==> config.mk <==
export PLATFORM = sky130hd
export DESIGN_NAME = handle_table_bump_allocator_flat
export DESIGN_NICKNAME = d
export VERILOG_FILES = /design/src/sv/hat_pkg.sv /design/src/sv/hat_if.sv /design/src/sv/hat_ctrl.sv /design/src/sv/hat_dp.sv /design/src/sv/handle_table_bump_allocator.sv /design/src/flat_wrapper.sv
export SDC_FILE = /design/constraint.sdc
export NUM_CORES = 1
export LEC_CHECK = 0
export ABC_AREA = 0
export BUFFER_PORTS_ARGS = -buffer_cell sky130_fd_sc_hd__buf_2
export CAP_MARGIN = 30
export CORE_MARGIN = 2
export CORE_UTILIZATION = 25
export CTS_BUF_LIST = sky130_fd_sc_hd__clkbuf_2
export DETAILED_ROUTE_END_ITERATION = 8
export GPL_TIMING_DRIVEN = 1
export PLACE_DENSITY = 0.36
export SYNTH_ARGS = -nofsm -noshare
export SYNTH_HDL_FRONTEND = slang
export SYNTH_SLANG_ARGS = --single-unit
==> constraint.sdc <==
create_clock -name clk -period 10.45 [get_ports clk]
set_input_delay 0.5225 -clock clk [delete_from_list [all_inputs] [get_ports clk]]
set_output_delay 0.5225 -clock clk [all_outputs]
set_load 0.1 [all_outputs]
==> src/sv/hat_pkg.sv <==
`default_nettype none
// ----------------------------------------------------------------------------
// hat_pkg: shared definitions for the handle table allocator
// Sizes, request and status codes, and the controller/datapath bundles.
// ----------------------------------------------------------------------------
package hat_pkg;

	// Memory and table sizing
	localparam int MEM_BYTES   = 4096;
	localparam int ENTRIES     = 64;
	localparam int TABLE_DEPTH = 64;
	localparam int HANDLE_W    = $clog2(TABLE_DEPTH);
	localparam int COUNT_W     = 7;
	localparam int LIVE_W      = 14;
	localparam int OFFSET_W    = 13;
	localparam int CLASS_W     = 3;
	localparam int SIZE_W      = 8;

	// Request codes
	localparam logic [1:0] REQ_ALLOC = 2'd0;
	localparam logic [1:0] REQ_FREE  = 2'd1;
	localparam logic [1:0] REQ_FETCH = 2'd2;

	// Status codes
	localparam logic [1:0] ST_OK      = 2'd0;
	localparam logic [1:0] ST_NOMEM   = 2'd1;
	localparam logic [1:0] ST_FULL    = 2'd2;
	localparam logic [1:0] ST_UNAVAIL = 2'd3;

	// Result payload select
	localparam logic [1:0] SEL_NONE = 2'd0;
	localparam logic [1:0] SEL_NEW  = 2'd1;
	localparam logic [1:0] SEL_HIT  = 2'd2;
	localparam logic [1:0] SEL_SUM  = 2'd3;

	// Commands from controller to datapath
	typedef struct packed {
		logic       load;
		logic       first_wr;
		logic       append_wr;
		logic       free_wr;
		logic       scan_start;
		logic       scan_run;
		logic       hit_take;
		logic       res_wr;
		logic [1:0] res_status;
		logic [1:0] res_sel;
		logic       emit;
	} hat_cmd_t;

	// Status from datapath to controller
	typedef struct packed {
		logic [1:0] req_type;
		logic       first;
		logic       full;
		logic       fits;
		logic       live_h;
		logic       issue_done;
		logic       s1_valid;
		logic       hit;
		logic       out_free;
	} hat_stat_t;

	// Block size in bytes of a size class
	function automatic logic [SIZE_W-1:0] class_bytes(input logic [CLASS_W-1:0] c);
		class_bytes = SIZE_W'(1) << c;
	endfunction

endpackage
`default_nettype wire

==> src/sv/hat_if.sv <==
`default_nettype none
// ----------------------------------------------------------------------------
// hat_if: request and response channels
// Valid/ready channels carrying one request word and one response word.
// ----------------------------------------------------------------------------
interface hat_req_if;
	import hat_pkg::*;

	logic                valid;
	logic                ready;
	logic [1:0]          req_type;
	logic [CLASS_W-1:0]  size_class;
	logic [HANDLE_W-1:0] handle;

	modport source (output valid, output req_type, output size_class, output handle,
		input ready);
	modport sink (input valid, input req_type, input size_class, input handle,
		output ready);
endinterface

interface hat_rsp_if;
	import hat_pkg::*;

	logic                valid;
	logic                ready;
	logic [1:0]          status;
	logic [HANDLE_W-1:0] handle_out;
	logic [OFFSET_W-1:0] byte_offset;

	modport source (output valid, output status, output handle_out, output byte_offset,
		input ready);
	modport sink (input valid, input status, input handle_out, input byte_offset,
		output ready);
endinterface
`default_nettype wire

==> src/sv/hat_ctrl.sv <==
`default_nettype none
// ----------------------------------------------------------------------------
// hat_ctrl: allocator sequencer
// Decodes a request, runs the table scan and hands the result word out.
// ----------------------------------------------------------------------------
module hat_ctrl (
	input  wire              clk,
	input  wire              arst_n,
	input  wire              req_valid,
	output logic             req_ready,
	input  hat_pkg::hat_stat_t stat,
	output hat_pkg::hat_cmd_t  cmd
);
	import hat_pkg::*;

	localparam logic [2:0] S_IDLE   = 3'd0;
	localparam logic [2:0] S_DECODE = 3'd1;
	localparam logic [2:0] S_FREE   = 3'd2;
	localparam logic [2:0] S_SCAN   = 3'd3;
	localparam logic [2:0] S_RESULT = 3'd4;

	logic [2:0] state_q;
	logic [2:0] state_d;

	// Next state and commands
	always_comb begin
		state_d   = state_q;
		cmd       = '0;
		req_ready = 1'b0;
		case (state_q)
			S_IDLE: begin
				req_ready = 1'b1;
				if (req_valid) begin
					cmd.load = 1'b1;
					state_d  = S_DECODE;
				end
			end
			S_DECODE: begin
				state_d = S_RESULT;
				case (stat.req_type)
					REQ_ALLOC: begin
						if (stat.first) begin
							cmd.first_wr   = 1'b1;
							cmd.res_wr     = 1'b1;
							cmd.res_status = ST_OK;
							cmd.res_sel    = SEL_NEW;
						end else if (stat.full) begin
							cmd.scan_start = 1'b1;
							state_d        = S_SCAN;
						end else if (!stat.fits) begin
							cmd.res_wr     = 1'b1;
							cmd.res_status = ST_NOMEM;
						end else begin
							cmd.append_wr  = 1'b1;
							cmd.res_wr     = 1'b1;
							cmd.res_status = ST_OK;
							cmd.res_sel    = SEL_NEW;
						end
					end
					REQ_FREE: begin
						if (stat.live_h) begin
							state_d = S_FREE;
						end else begin
							cmd.res_wr     = 1'b1;
							cmd.res_status = ST_OK;
						end
					end
					REQ_FETCH: begin
						if (stat.live_h) begin
							cmd.scan_start = 1'b1;
							state_d        = S_SCAN;
						end else begin
							cmd.res_wr     = 1'b1;
							cmd.res_status = ST_UNAVAIL;
						end
					end
					default: begin
						cmd.res_wr     = 1'b1;
						cmd.res_status = ST_UNAVAIL;
					end
				endcase
			end
			S_FREE: begin
				// class of the handle is now out of the table
				cmd.free_wr    = 1'b1;
				cmd.res_wr     = 1'b1;
				cmd.res_status = ST_OK;
				state_d        = S_RESULT;
			end
			S_SCAN: begin
				if (stat.hit) begin
					cmd.hit_take   = 1'b1;
					cmd.res_wr     = 1'b1;
					cmd.res_status = ST_OK;
					cmd.res_sel    = SEL_HIT;
					state_d        = S_RESULT;
				end else if (stat.issue_done && !stat.s1_valid) begin
					cmd.res_wr = 1'b1;
					if (stat.req_type == REQ_ALLOC) begin
						cmd.res_status = ST_FULL;
					end else begin
						cmd.res_status = ST_OK;
						cmd.res_sel    = SEL_SUM;
					end
					state_d = S_RESULT;
				end else begin
					cmd.scan_run = 1'b1;
				end
			end
			S_RESULT: begin
				if (stat.out_free) begin
					cmd.emit = 1'b1;
					state_d  = S_IDLE;
				end
			end
			default: begin
				state_d = S_IDLE;
			end
		endcase
	end

	// State register
	always_ff @(posedge clk or negedge arst_n) begin
		if (!arst_n) begin
			state_q <= S_IDLE;
		end else begin
			state_q <= state_d;
		end
	end

endmodule
`default_nettype wire

==> src/sv/hat_dp.sv <==
`default_nettype none
// ----------------------------------------------------------------------------
// hat_dp: allocator datapath
// Class table, free flags, counters, scan pipeline and output register.
// ----------------------------------------------------------------------------
module hat_dp (
	input  wire                          clk,
	input  wire                          arst_n,
	input  wire  [1:0]                   in_req_type,
	input  wire  [hat_pkg::CLASS_W-1:0]  in_size_class,
	input  wire  [hat_pkg::HANDLE_W-1:0] in_handle,
	input  hat_pkg::hat_cmd_t            cmd,
	output hat_pkg::hat_stat_t           stat,
	output logic                         out_valid,
	input  wire                          out_ready,
	output logic [1:0]                   out_status,
	output logic [hat_pkg::HANDLE_W-1:0] out_handle,
	output logic [hat_pkg::OFFSET_W-1:0] out_offset
);
	import hat_pkg::*;

	// Request word
	logic [1:0]          req_type_q;
	logic [CLASS_W-1:0]  class_q;
	logic [HANDLE_W-1:0] handle_q;

	// Table state
	logic [CLASS_W-1:0]     class_mem [TABLE_DEPTH];
	logic [CLASS_W-1:0]     rd_data_q;
	logic [TABLE_DEPTH-1:0] free_q;
	logic [COUNT_W-1:0]     count_q;
	logic [LIVE_W-1:0]      live_q;

	// Scan
	logic [COUNT_W-1:0]  cursor_q;
	logic                valid_s1;
	logic [HANDLE_W-1:0] idx_s1;
	logic [OFFSET_W-1:0] sum_q;

	// Result staging
	logic [1:0]          res_status_q;
	logic [HANDLE_W-1:0] res_handle_q;
	logic [OFFSET_W-1:0] res_offset_q;

	logic [SIZE_W-1:0]   size;
	logic [SIZE_W-1:0]   rd_bytes;
	logic [HANDLE_W-1:0] rd_addr;
	logic [HANDLE_W-1:0] wr_addr;
	logic [COUNT_W-1:0]  limit;
	logic [LIVE_W:0]     need;

	assign size     = class_bytes(class_q);
	assign rd_bytes = class_bytes(rd_data_q);
	assign rd_addr  = cmd.scan_run ? cursor_q[HANDLE_W-1:0] : handle_q;
	assign wr_addr  = count_q[HANDLE_W-1:0];
	assign limit    = (req_type_q == REQ_ALLOC) ? count_q : COUNT_W'(handle_q);
	assign need     = {1'b0, live_q} + (LIVE_W+1)'(size);

	// Status toward the controller
	always_comb begin
		stat.req_type   = req_type_q;
		stat.first      = (count_q == '0);
		stat.full       = (count_q >= COUNT_W'(ENTRIES - 1));
		stat.fits       = (need <= (LIVE_W+1)'(MEM_BYTES));
		stat.live_h     = (COUNT_W'(handle_q) < count_q) && !free_q[handle_q];
		stat.issue_done = (cursor_q >= limit);
		stat.s1_valid   = valid_s1;
		stat.hit        = valid_s1 && (req_type_q == REQ_ALLOC) && free_q[idx_s1]
			&& (rd_data_q == class_q);
		stat.out_free   = !out_valid || out_ready;
	end

	// Capture the request word
	always_ff @(posedge clk) begin
		if (cmd.load) begin
			req_type_q <= in_req_type;
			class_q    <= in_size_class;
			handle_q   <= in_handle;
		end
	end

	// Class table: one write and one registered read a cycle
	always_ff @(posedge clk) begin
		if (cmd.first_wr || cmd.append_wr) begin
			class_mem[wr_addr] <= class_q;
		end
		rd_data_q <= class_mem[rd_addr];
	end

	// Free flags, entry count and live byte total
	always_ff @(posedge clk or negedge arst_n) begin
		if (!arst_n) begin
			free_q  <= '0;
			count_q <= '0;
			live_q  <= '0;
		end else begin
			if (cmd.first_wr) begin
				free_q[wr_addr] <= 1'b0;
				count_q         <= count_q + COUNT_W'(1);
				live_q          <= LIVE_W'(size);
			end else if (cmd.append_wr) begin
				free_q[wr_addr] <= 1'b0;
				count_q         <= count_q + COUNT_W'(1);
				live_q          <= live_q + LIVE_W'(size);
			end else if (cmd.hit_take) begin
				free_q[idx_s1] <= 1'b0;
				live_q         <= live_q + LIVE_W'(size);
			end else if (cmd.free_wr) begin
				free_q[handle_q] <= 1'b1;
				live_q           <= live_q - LIVE_W'(rd_bytes);
			end
		end
	end

	// Scan: issue one table read a cycle, check or sum it the next
	always_ff @(posedge clk or negedge arst_n) begin
		if (!arst_n) begin
			cursor_q <= '0;
			valid_s1 <= 1'b0;
			sum_q    <= '0;
		end else if (cmd.scan_start) begin
			cursor_q <= '0;
			valid_s1 <= 1'b0;
			sum_q    <= '0;
		end else if (cmd.scan_run) begin
			if (cursor_q < limit) begin
				cursor_q <= cursor_q + COUNT_W'(1);
				valid_s1 <= 1'b1;
			end else begin
				valid_s1 <= 1'b0;
			end
			if (valid_s1) begin
				sum_q <= sum_q + OFFSET_W'(rd_bytes);
			end
		end
	end

	always_ff @(posedge clk) begin
		if (cmd.scan_run) begin
			idx_s1 <= cursor_q[HANDLE_W-1:0];
		end
	end

	// Stage the result word
	always_ff @(posedge clk) begin
		if (cmd.res_wr) begin
			res_status_q <= cmd.res_status;
			res_handle_q <= '0;
			res_offset_q <= '0;
			case (cmd.res_sel)
				SEL_NEW: res_handle_q <= wr_addr;
				SEL_HIT: res_handle_q <= idx_s1;
				SEL_SUM: res_offset_q <= sum_q;
				default: ;
			endcase
		end
	end

	// Output register: hold the word until taken
	always_ff @(posedge clk or negedge arst_n) begin
		if (!arst_n) begin
			out_valid <= 1'b0;
		end else if (cmd.emit) begin
			out_valid <= 1'b1;
		end else if (out_ready) begin
			out_valid <= 1'b0;
		end
	end

	always_ff @(posedge clk) begin
		if (cmd.emit) begin
			out_status <= res_status_q;
			out_handle <= res_handle_q;
			out_offset <= res_offset_q;
		end
	end

endmodule
`default_nettype wire

==> src/sv/handle_table_bump_allocator.sv <==
`default_nettype none
// ----------------------------------------------------------------------------
// handle_table_bump_allocator: handle table allocator with size classes
//
// Requests arrive on req (req_type, size_class, handle); exactly one
// response word per request leaves on rsp (status, handle_out, byte_offset).
// Both channels use valid/ready; a word moves when both are high.
//
// One request is in work at a time. The first grant, an append, a free of a
// handle that is not live and every immediate error answer go from decode
// straight to the result state; freeing a live handle passes a free state.
// Allocate on a full table and fetch walk the class table one entry per
// cycle over its single read port, up to the hit (reuse), the entry count
// (no match) or the handle number (fetch). The next request is accepted
// once the sequencer is back in idle after the response is loaded.
//
// Reset clears the entry count, live byte total and free flags; the class
// table itself is not cleared, since only handed-out entries are read.
// The response is held in an output register until the receiver takes it;
// the next request is accepted meanwhile and waits to report behind it.
// ----------------------------------------------------------------------------
module handle_table_bump_allocator (
	input  wire       clk,
	input  wire       arst_n,
	hat_req_if.sink   req,
	hat_rsp_if.source rsp
);
	import hat_pkg::*;

	hat_cmd_t  cmd;
	hat_stat_t stat;
	logic      ready;

	assign req.ready = ready;

	// Sequencer
	hat_ctrl u_ctrl (
		.clk       (clk),
		.arst_n    (arst_n),
		.req_valid (req.valid),
		.req_ready (ready),
		.stat      (stat),
		.cmd       (cmd)
	);

	// Table and arithmetic
	hat_dp u_dp (
		.clk           (clk),
		.arst_n        (arst_n),
		.in_req_type   (req.req_type),
		.in_size_class (req.size_class),
		.in_handle     (req.handle),
		.cmd           (cmd),
		.stat          (stat),
		.out_valid     (rsp.valid),
		.out_ready     (rsp.ready),
		.out_status    (rsp.status),
		.out_handle    (rsp.handle_out),
		.out_offset    (rsp.byte_offset)
	);

endmodule
`default_nettype wire

==> src/flat_wrapper.sv <==
// flat-port wrapper written by rule: the top's interface ports become plain ports
module handle_table_bump_allocator_flat import hat_pkg::*;
  (clk, arst_n, req_valid, req_req_type, req_size_class, req_handle, req_ready, rsp_valid, rsp_status, rsp_handle_out, rsp_byte_offset, rsp_ready);
  hat_req_if req_i ();
  hat_rsp_if rsp_i ();
  input  wire clk;
  input  wire arst_n;
  input wire logic [$bits(req_i.valid)-1:0] req_valid;
  input wire logic [$bits(req_i.req_type)-1:0] req_req_type;
  input wire logic [$bits(req_i.size_class)-1:0] req_size_class;
  input wire logic [$bits(req_i.handle)-1:0] req_handle;
  output wire logic [$bits(req_i.ready)-1:0] req_ready;
  output wire logic [$bits(rsp_i.valid)-1:0] rsp_valid;
  output wire logic [$bits(rsp_i.status)-1:0] rsp_status;
  output wire logic [$bits(rsp_i.handle_out)-1:0] rsp_handle_out;
  output wire logic [$bits(rsp_i.byte_offset)-1:0] rsp_byte_offset;
  input wire logic [$bits(rsp_i.ready)-1:0] rsp_ready;
  assign req_i.valid = req_valid;
  assign req_i.req_type = req_req_type;
  assign req_i.size_class = req_size_class;
  assign req_i.handle = req_handle;
  assign req_ready = req_i.ready;
  assign rsp_valid = rsp_i.valid;
  assign rsp_status = rsp_i.status;
  assign rsp_handle_out = rsp_i.handle_out;
  assign rsp_byte_offset = rsp_i.byte_offset;
  assign rsp_i.ready = rsp_ready;
  handle_table_bump_allocator u_core (.clk(clk), .arst_n(arst_n), .req(req_i), .rsp(rsp_i));
endmodule
==> summary.md, run 1 <==
| Metric | Value |
|---|---|
| Status | `finished, final reports clean` |
| Top Ports | `38` |
| Crit Path Category | `reg -> reg` |
| # hold bufs at CTS | `24` |
| Hpwl dp | `43600 µm` |
| Count of pins over their slew limit | `0` |
| Drt pass-1 iters | `5` |
| Ys async rst share | `30.2%` |
| Number of DRC markers in iteration 0 | `1006` |
| Row cnt | `98` |
| Root Driver | `clkbuf_2` |
| Final hold vios | `0` |
| Max cap viols | `0` |
| Setup TNS | `0 ns` |
| Hold Crit Start | `req_handle[4]` |
| Postcts setup bufs | `0` |
| Worst slew margin | `27.5%` |
| Leak | `7.68 nW` |
| Clk_lat worst skew | `1.12 ns` |
| Flop-to-flop setup slack | `4.15 ns` |
| Vias in the first global route | `14440` |
| Initial Util | `25.3%` |
| FF+latch count, synth | `364` |
| Min-Delay Path Depth | `2` |
| CTS tree | `yes` |
| CP required | `11.16 ns` |
| Final Cycle Share | `60.2%` |
| Depth of the CTS H-tree | `3` |
| HP Class | `in -> reg` |
| Vias per cell | `4.98` |
| Synth top area share | `41.6%` |
| Nets | `1844` |
| Leading cell type in the layout, fill and taps excluded | `nand2_1` |
| Reg2reg end | `u_core.u_dp.class_mem[54][1]$_DFFE_PP_` |
| Die ar. | `74600 µm²` |
| Fraction of synthesized cell area in xor and xnor cells | `1.45%` |
| Worst R2R Path Depth | `16` |
| Fraction of layout cells with a size suffix above 1 | `16.0%` |
| Mux contribution to synthesized area | `4.66%` |
| Die H | `273 µm` |
| Synth unique cells | `79` |
| Post-synth EDFFs | `251` |
| Post-synthesis sequential area ratio | `57.1%` |
| WL/cell | `23.2 µm` |
| Post-Synthesis Cells | `1685` |
| Adder-Cell Fraction of Synth Area | `3.23%` |
| PortBufs | `37` |
| Clock tree buffer depth | `3` |
| Mapped Area | `18100 µm²` |
| Crit. End Element | `flop` |
| Synth Area per Inst | `10.7 µm²` |
| Worst Tran Pin Value | `1.07 ns` |
| Power per Cell Area | `214 nW/µm²` |
| Clock Skew | `0.0867 ns` |
| Final ANT Viol Nets | `0` |
| CTS resizes | `0` |
| Total number of vias | `14062` |
| # setup viols final | `0` |
| Die X | `273 µm` |
| Peak VDD IR | `80.7 µV` |
| First-pass GRT wire length | `97700 µm` |
| Worst setup SP type | `flop` |
| Area leader, netlist | `edfxtp_1` |
| Fmax | `0.159 GHz` |
| Complex-gate fraction of the synthesized area | `12.3%` |
| Main combinational cell family by area after synthesis | `simple AND/OR/NAND/NOR gates` |
| FF-to-FF Start | `u_core.u_dp.class_q[1]$_DFFE_PP_` |
| Core area | `71600 µm²` |
| RSZ-0062 raised after global routing | `no` |
| Area delta synth->final | `13.3%` |
| Initial antenna violation count | `1` |
| CTS clock-pin slew for the worst setup and hold paths | `0.10 ns` |
| Num CTS Buffers | `106` |
| Overall Global Routing Usage | `17.7%` |
| Final wirelength | `65500 µm` |
| Num Clock Sinks | `364` |
| Pin count of the biggest net entering global routing | `80` |
| Post-route minimum period | `6.30 ns` |
| Simple-Gate Fraction of Synth Area | `17.6%` |
| Synth area leaders | `edfxtp_1, dfrtp_1, nand2_1, nand3_1, nor2_1` |
| Total power draw | `4.40 mW` |
| CP arrival | `7.00 ns` |
| Grt ovf | `0` |
| Ys flop type | `edfxtp_1` |
| YS warnings | `0` |
| Max FO, Critical Path | `73` |
| Drt drc | `0` |
| Commonest non-fill, non-tap cells in the layout | `nand2_1, edfxtp_1, clkbuf_2` |
| Final GP Congestion | `0.846` |
| Worst hold margin | `0.158 ns` |
| Hold Crit Endpoint | `u_core.u_dp.handle_q[4]$_DFFE_PP_` |
[synthesized netlist by cell type (10+ instances only)]
| library cell | n |
|---|---|
| a21o_1 | 14 |
| nor2b_1 | 18 |
| ha_1 | 42 |
| nand2b_1 | 14 |
| nand3_1 | 137 |
| dfrtp_1 | 110 |
| nor4_1 | 11 |
| clkbuf_1 | 63 |
| mux2_2 | 21 |
| o21ai_0 | 101 |
| a22oi_1 | 13 |
| and3_1 | 12 |
| nor2_1 | 150 |
| o22ai_1 | 43 |
| nand2_1 | 261 |
| or2_2 | 10 |
| mux4_2 | 12 |
| o221ai_1 | 25 |
| mux2i_1 | 30 |
| buf_2 | 22 |
| a41oi_1 | 25 |
| inv_1 | 38 |
| a21oi_1 | 46 |
| edfxtp_1 | 251 |
| and2_1 | 16 |
| xor2_1 | 12 |
| nor3_1 | 23 |
| xnor2_1 | 18 |
[metal layers]
layer / wire, µm / share of wire, % / global-route usage (%)
met5: 0 / 0 / 0
met1: 29600 / 45 / 23.4
met4: 1560 / 2.4 / 5.91
met2: 31000 / 47 / 28.9
met3: 3300 / 5.0 / 3.41
[worst max-delay path, stage by stage (launching register included)]
cell and delay, ns:
edfxtp_1 0.33, buf_4 0.63, nor3_1 0.16, ha_1 0.26
fa_1 0.41, a21o_1 0.20, a21oi_1 0.24, o21bai_1 0.10
a21oi_1 0.25, o21a_1 0.27, nor3_1 0.12, nor4b_1 0.94
o21bai_1 0.21, o21ai_1 0.18, buf_4 0.26, nand3_1 0.71
nor2_1 0.67
[metrics by stage]
step | utilization, % | setup WS [ns] | instance area [µm²] | cells
after floorplan | - | 5.12 | 18100 | 1687
after global placement | 26.9 | 4.19 | 19200 | 2594
after detailed placement | 26.9 | 4.24 | 19300 | 2601
after CTS | 28.6 | 4.12 | 20500 | 2819
after global routing | 28.7 | 3.57 | 20500 | 2821
final | 28.7 | 4.15 | 20500 | 2821
[sequential cells by signal, summed over array words and instances, names as in the netlist]
signal / count
u_core.u_dp.live_q: 14
u_core.u_dp.req_type_q: 2
u_core.u_dp.sum_q: 13
u_core.u_dp.class_mem: 192
u_core.u_dp.out_valid: 1
u_core.u_dp.res_handle_q: 6
u_core.u_ctrl.state_q: 3
u_core.u_dp.res_status_q: 2
u_core.u_dp.handle_q: 6
u_core.u_dp.count_q: 7
u_core.u_dp.out_status: 2
u_core.u_dp.out_handle: 6
u_core.u_dp.cursor_q: 7
u_core.u_dp.valid_s1: 1
u_core.u_dp.out_offset: 13
u_core.u_dp.res_offset_q: 13
u_core.u_dp.idx_s1: 6
u_core.u_dp.rd_data_q: 3
u_core.u_dp.free_q: 64
u_core.u_dp.class_q: 3
[report_power, final]
part	internal [mW]	switching [mW]	leakage (nW)
logic	0.432	0.972	3.13
registers	1.75	0.181	3.81
clock network	0.412	0.658	0.732
[cells by family (layout without fill, tap and decap cells)]
logic type / after synthesis / after routing
AO/OA/AOI/OAI: 337 / 337
XOR/XNOR: 30 / 30
adder cells (fa/ha/maj): 45 / 45
buffers and inverters: 148 / 331
flip-flops: 364 / 364
multiplexers: 65 / 65
other: 1 / 4
AND/OR/NAND/NOR: 695 / 695
[worst max-delay path by stage]
stage / start / end / slack [ns] / cells past startpoint
2_1_floorplan: u_core.u_dp.class_q[0]$_DFFE_PP_ / u_core.u_dp.res_offset_q[10]$_SDFFCE_PP0P_ / 5.12 / 17
5_1_grt: u_core.u_dp.req_type_q[0]$_DFFE_PP_ / u_core.u_dp.rd_data_q[0]$_DFF_P_ / 3.57 / 17
3_5_place_dp: u_core.u_dp.req_type_q[0]$_DFFE_PP_ / u_core.u_dp.rd_data_q[0]$_DFF_P_ / 4.24 / 17
6_report: u_core.u_dp.class_q[1]$_DFFE_PP_ / u_core.u_dp.class_mem[54][1]$_DFFE_PP_ / 4.15 / 16
4_1_cts: u_core.u_dp.req_type_q[0]$_DFFE_PP_ / u_core.u_dp.rd_data_q[0]$_DFF_P_ / 4.12 / 17
3_3_place_gp: u_core.u_dp.class_q[2]$_DFFE_PP_ / u_core.u_dp.class_mem[47][0]$_DFFE_PP_ / 4.19 / 16
[layout make-up]
type                    count  area (µm²)
flip-flops and latches    364       10300
diodes                      1        2.50
repair buffers             94         716
clock buffers             158         791
inverters                  43         164
clock inverters            36         164
fillers                  7585       51100
multi-input cells        1175        7150
well taps                 950        1190
(Power assumes the default switching activity.)
==> run 2: changes to the inputs <==
PLACE_DENSITY = 0.37   (was 0.36)
clock period = 5.65 ns   (was 10.45 ns; I/O delays follow)
==> summary.md, run 2 (same netlist as run 1, synthesis figures left out) <==
| Metric | Value |
|---|---|
| Final Cycle Share | `91.4% (was 60.2%)` |
| Count of pins over their slew limit | `0 (unchanged)` |
| Fmax | `0.194 GHz (was 0.159 GHz)` |
| Drt pass-1 iters | `7 (was 5)` |
| Nets | `1868 (was 1844)` |
| Worst Tran Pin Value | `0.893 ns (was 1.07 ns)` |
| Setup TNS | `0 ns (unchanged)` |
| Root Driver | `clkbuf_2 (unchanged)` |
| Total number of vias | `14292 (was 14062)` |
| Die ar. | `74600 µm² (unchanged)` |
| Clk_lat worst skew | `1.19 ns (was 1.12 ns)` |
| Max FO, Critical Path | `18 (was 73)` |
| Design Area, Final | `20800 µm² (was 20500 µm²)` |
| Pin count of the biggest net entering global routing | `97 (was 80)` |
| Overall Global Routing Usage | `17.5% (was 17.7%)` |
| Post-route minimum period | `5.16 ns (was 6.30 ns)` |
| Postcts setup bufs | `0 (unchanged)` |
| CTS tree | `yes (unchanged)` |
| Final ANT Viol Nets | `0 (unchanged)` |
| Crit path buf inv count | `2 (unchanged)` |
| Stages on worst setup path | `16 (unchanged)` |
| Worst slew margin | `40.5% (was 27.5%)` |
| HP Class | `in -> reg (unchanged)` |
| Leading cell type in the layout, fill and taps excluded | `nand2_1 (unchanged)` |
| PortBufs | `37 (unchanged)` |
| Critical Path Sink | `u_core.u_dp.free_q[31]$_DFFE_PN0P_ (was u_core.u_dp.class_mem[54][1]$_DFFE_PP_)` |
| Cell family with most CP delay | `simple AND/OR/NAND/NOR gates (unchanged)` |
| Drt drc | `0 (unchanged)` |
| Power per Cell Area | `395 nW/µm² (was 214 nW/µm²)` |
| Final hold vios | `0 (unchanged)` |
| Initial antenna violation count | `2 (was 1)` |
| Slack of the critical path | `0.487 ns (was 4.15 ns)` |
| Crit. End Element | `flop (unchanged)` |
| Max reg flops | `192 (unchanged)` |
| Die X | `273 µm (unchanged)` |
| Grt ovf | `0 (unchanged)` |
| Die H | `273 µm (unchanged)` |
| Num CTS Buffers | `102 (was 106)` |
| Top Ports | `38 (unchanged)` |
| # setup viols final | `0 (unchanged)` |
| Status | `finished, final reports clean (unchanged)` |
| Largest regs | `u_core.u_dp.class_mem (192), u_core.u_dp.free_q (64), u_core.u_dp.live_q (14) (unchanged)` |
| Worst hold margin | `0.341 ns (was 0.158 ns)` |
| Commonest non-fill, non-tap cells in the layout | `nand2_1, edfxtp_1, clkbuf_2 (unchanged)` |
| Final wirelength | `65200 µm (was 65500 µm)` |
| Reg2reg end | `u_core.u_dp.free_q[31]$_DFFE_PN0P_ (was u_core.u_dp.class_mem[54][1]$_DFFE_PP_)` |
| Final GP Congestion | `0.842 (was 0.846)` |
| RSZ-0062 raised after global routing | `no (unchanged)` |
| Core area | `71600 µm² (unchanged)` |
| Crit-path max cell delay | `0.64 ns (was 0.94 ns)` |
| CP arrival | `6.05 ns (was 7.00 ns)` |
| Initial Util | `25.3% (unchanged)` |
| Depth of the CTS H-tree | `3 (unchanged)` |
| Leak | `7.83 nW (was 7.68 nW)` |
| First-pass GRT wire length | `96900 µm (was 97700 µm)` |
| CTS clock-pin slew for the worst setup and hold paths | `0.09 ns (was 0.10 ns)` |
| Row cnt | `98 (unchanged)` |
| Hpwl dp | `43900 µm (was 43600 µm)` |
| Worst-path cell with the longest stage delay | `nor2_1 (was nor4b_1)` |
| Worst R2R Path Depth | `16 (unchanged)` |
| CTS resizes | `0 (unchanged)` |
| Max cap viols | `0 (unchanged)` |
| Worst-path cell chain | `nor3b_1, ha_1, a21o_1, a21oi_1, o21bai_1, a21oi_1, xnor2_1, nor4_1, a32o_1, o41ai_2, o21ai_1, buf_4, nand4_1, nor2_1, buf_4, o22ai_1 (was buf_4, nor3_1, ha_1, fa_1, a21o_1, a21oi_1, o21bai_1, a21oi_1, o21a_1, nor3_1, nor4b_1, o21bai_1, o21ai_1, buf_4, nand3_1, nor2_1)` |
| Worst setup SP type | `flop (unchanged)` |
| Place WS | `0.586 ns (was 4.24 ns)` |
| Number of DRC markers in iteration 0 | `1142 (was 1006)` |
| Clock tree buffer depth | `3 (unchanged)` |
| Vias per cell | `5.01 (was 4.98)` |
| Num Clock Sinks | `364 (unchanged)` |
| CP required | `6.54 ns (was 11.16 ns)` |
| Crit Path Category | `reg -> reg (unchanged)` |
| # hold bufs at CTS | `29 (was 24)` |
| FF-to-FF Start | `u_core.u_dp.class_q[1]$_DFFE_PP_ (unchanged)` |
| WL/cell | `22.9 µm (was 23.2 µm)` |
| Peak VDD IR | `154 µV (was 80.7 µV)` |
| Clock Skew | `0.151 ns (was 0.0867 ns)` |
| Vias in the first global route | `14457 (was 14440)` |
| Flop-to-flop setup slack | `0.49 ns (was 4.15 ns)` |
| Area delta synth->final | `15.0% (was 13.3%)` |
| Most flops, register | `u_core.u_dp.class_mem (unchanged)` |
| Placed Area | `19500 µm² (was 19300 µm²)` |
| Fraction of layout cells with a size suffix above 1 | `16.9% (was 16.0%)` |
| Crit path from | `u_core.u_dp.class_q[1]$_DFFE_PP_ (unchanged)` |
run 2: worst min path at each step:
| stage | startpoint | endpoint | depth (start not counted) |
|---|---|---|---|
| floorplan | arst_n | u_core.u_ctrl.state_q[0]$_DFFE_PN0P_ | 0 |
| global placement | u_core.u_dp.res_offset_q[2]$_SDFFCE_PP0P_ | u_core.u_dp.out_offset[2]$_DFFE_PP_ | 0 |
| detailed placement | arst_n | u_core.u_dp.free_q[22]$_DFFE_PN0P_ | 1 |
| CTS | req_req_type[0] | u_core.u_dp.req_type_q[0]$_DFFE_PP_ | 3 |
| global route | req_req_type[0] | u_core.u_dp.req_type_q[0]$_DFFE_PP_ | 3 |
| finish | req_req_type[1] | u_core.u_dp.req_type_q[1]$_DFFE_PP_ | 3 |
run 2: final cells by class:
class	instances	area, µm²
timing repair buffer	122	988
fill	7666	50800
sequential	364	10300
multi-input combinational	1175	7150
inverter	43	164
clock buffer	153	766
antenna	4	10.0
tap	950	1190
clock inverter	40	206
run 2: per-stage QoR:
| stage | power [mW] | utilization [%] | instances |
|---|---|---|---|
| after floorplan | 5.33 | - | 1687 |
| after global placement | 6.25 | 27.2 | 2621 |
| after detailed placement | 6.25 | 27.3 | 2624 |
| after CTS | 8.34 | 29.0 | 2846 |
| after global routing | 8.75 | 29.1 | 2851 |
| final | 8.22 | 29.1 | 2851 |
run 2: worst min-delay path, delay by kind of cell:
| family | cells | cell delay, ns |
|---|---|---|
| buffers and inverters | 3 | 1.13 |
run 2: where the power goes:
group	internal (mW)	switching (mW)
combinational	0.836	1.80
clock	0.790	1.22
sequential	3.23	0.343
total	4.86	3.36
run 2: per-layer routing:
layer | part of all wire (%) | global-route usage, % | vias to the layer above | routed length, µm
li1 | - | - | 6529 | -
met1 | 45 | 22.9 | 7186 | 29200
met2 | 46 | 27.9 | 428 | 30000
met3 | 5.4 | 3.70 | 149 | 3520
met4 | 3.9 | 7.13 | 0 | 2520
met5 | 0 | 0 | - | 0
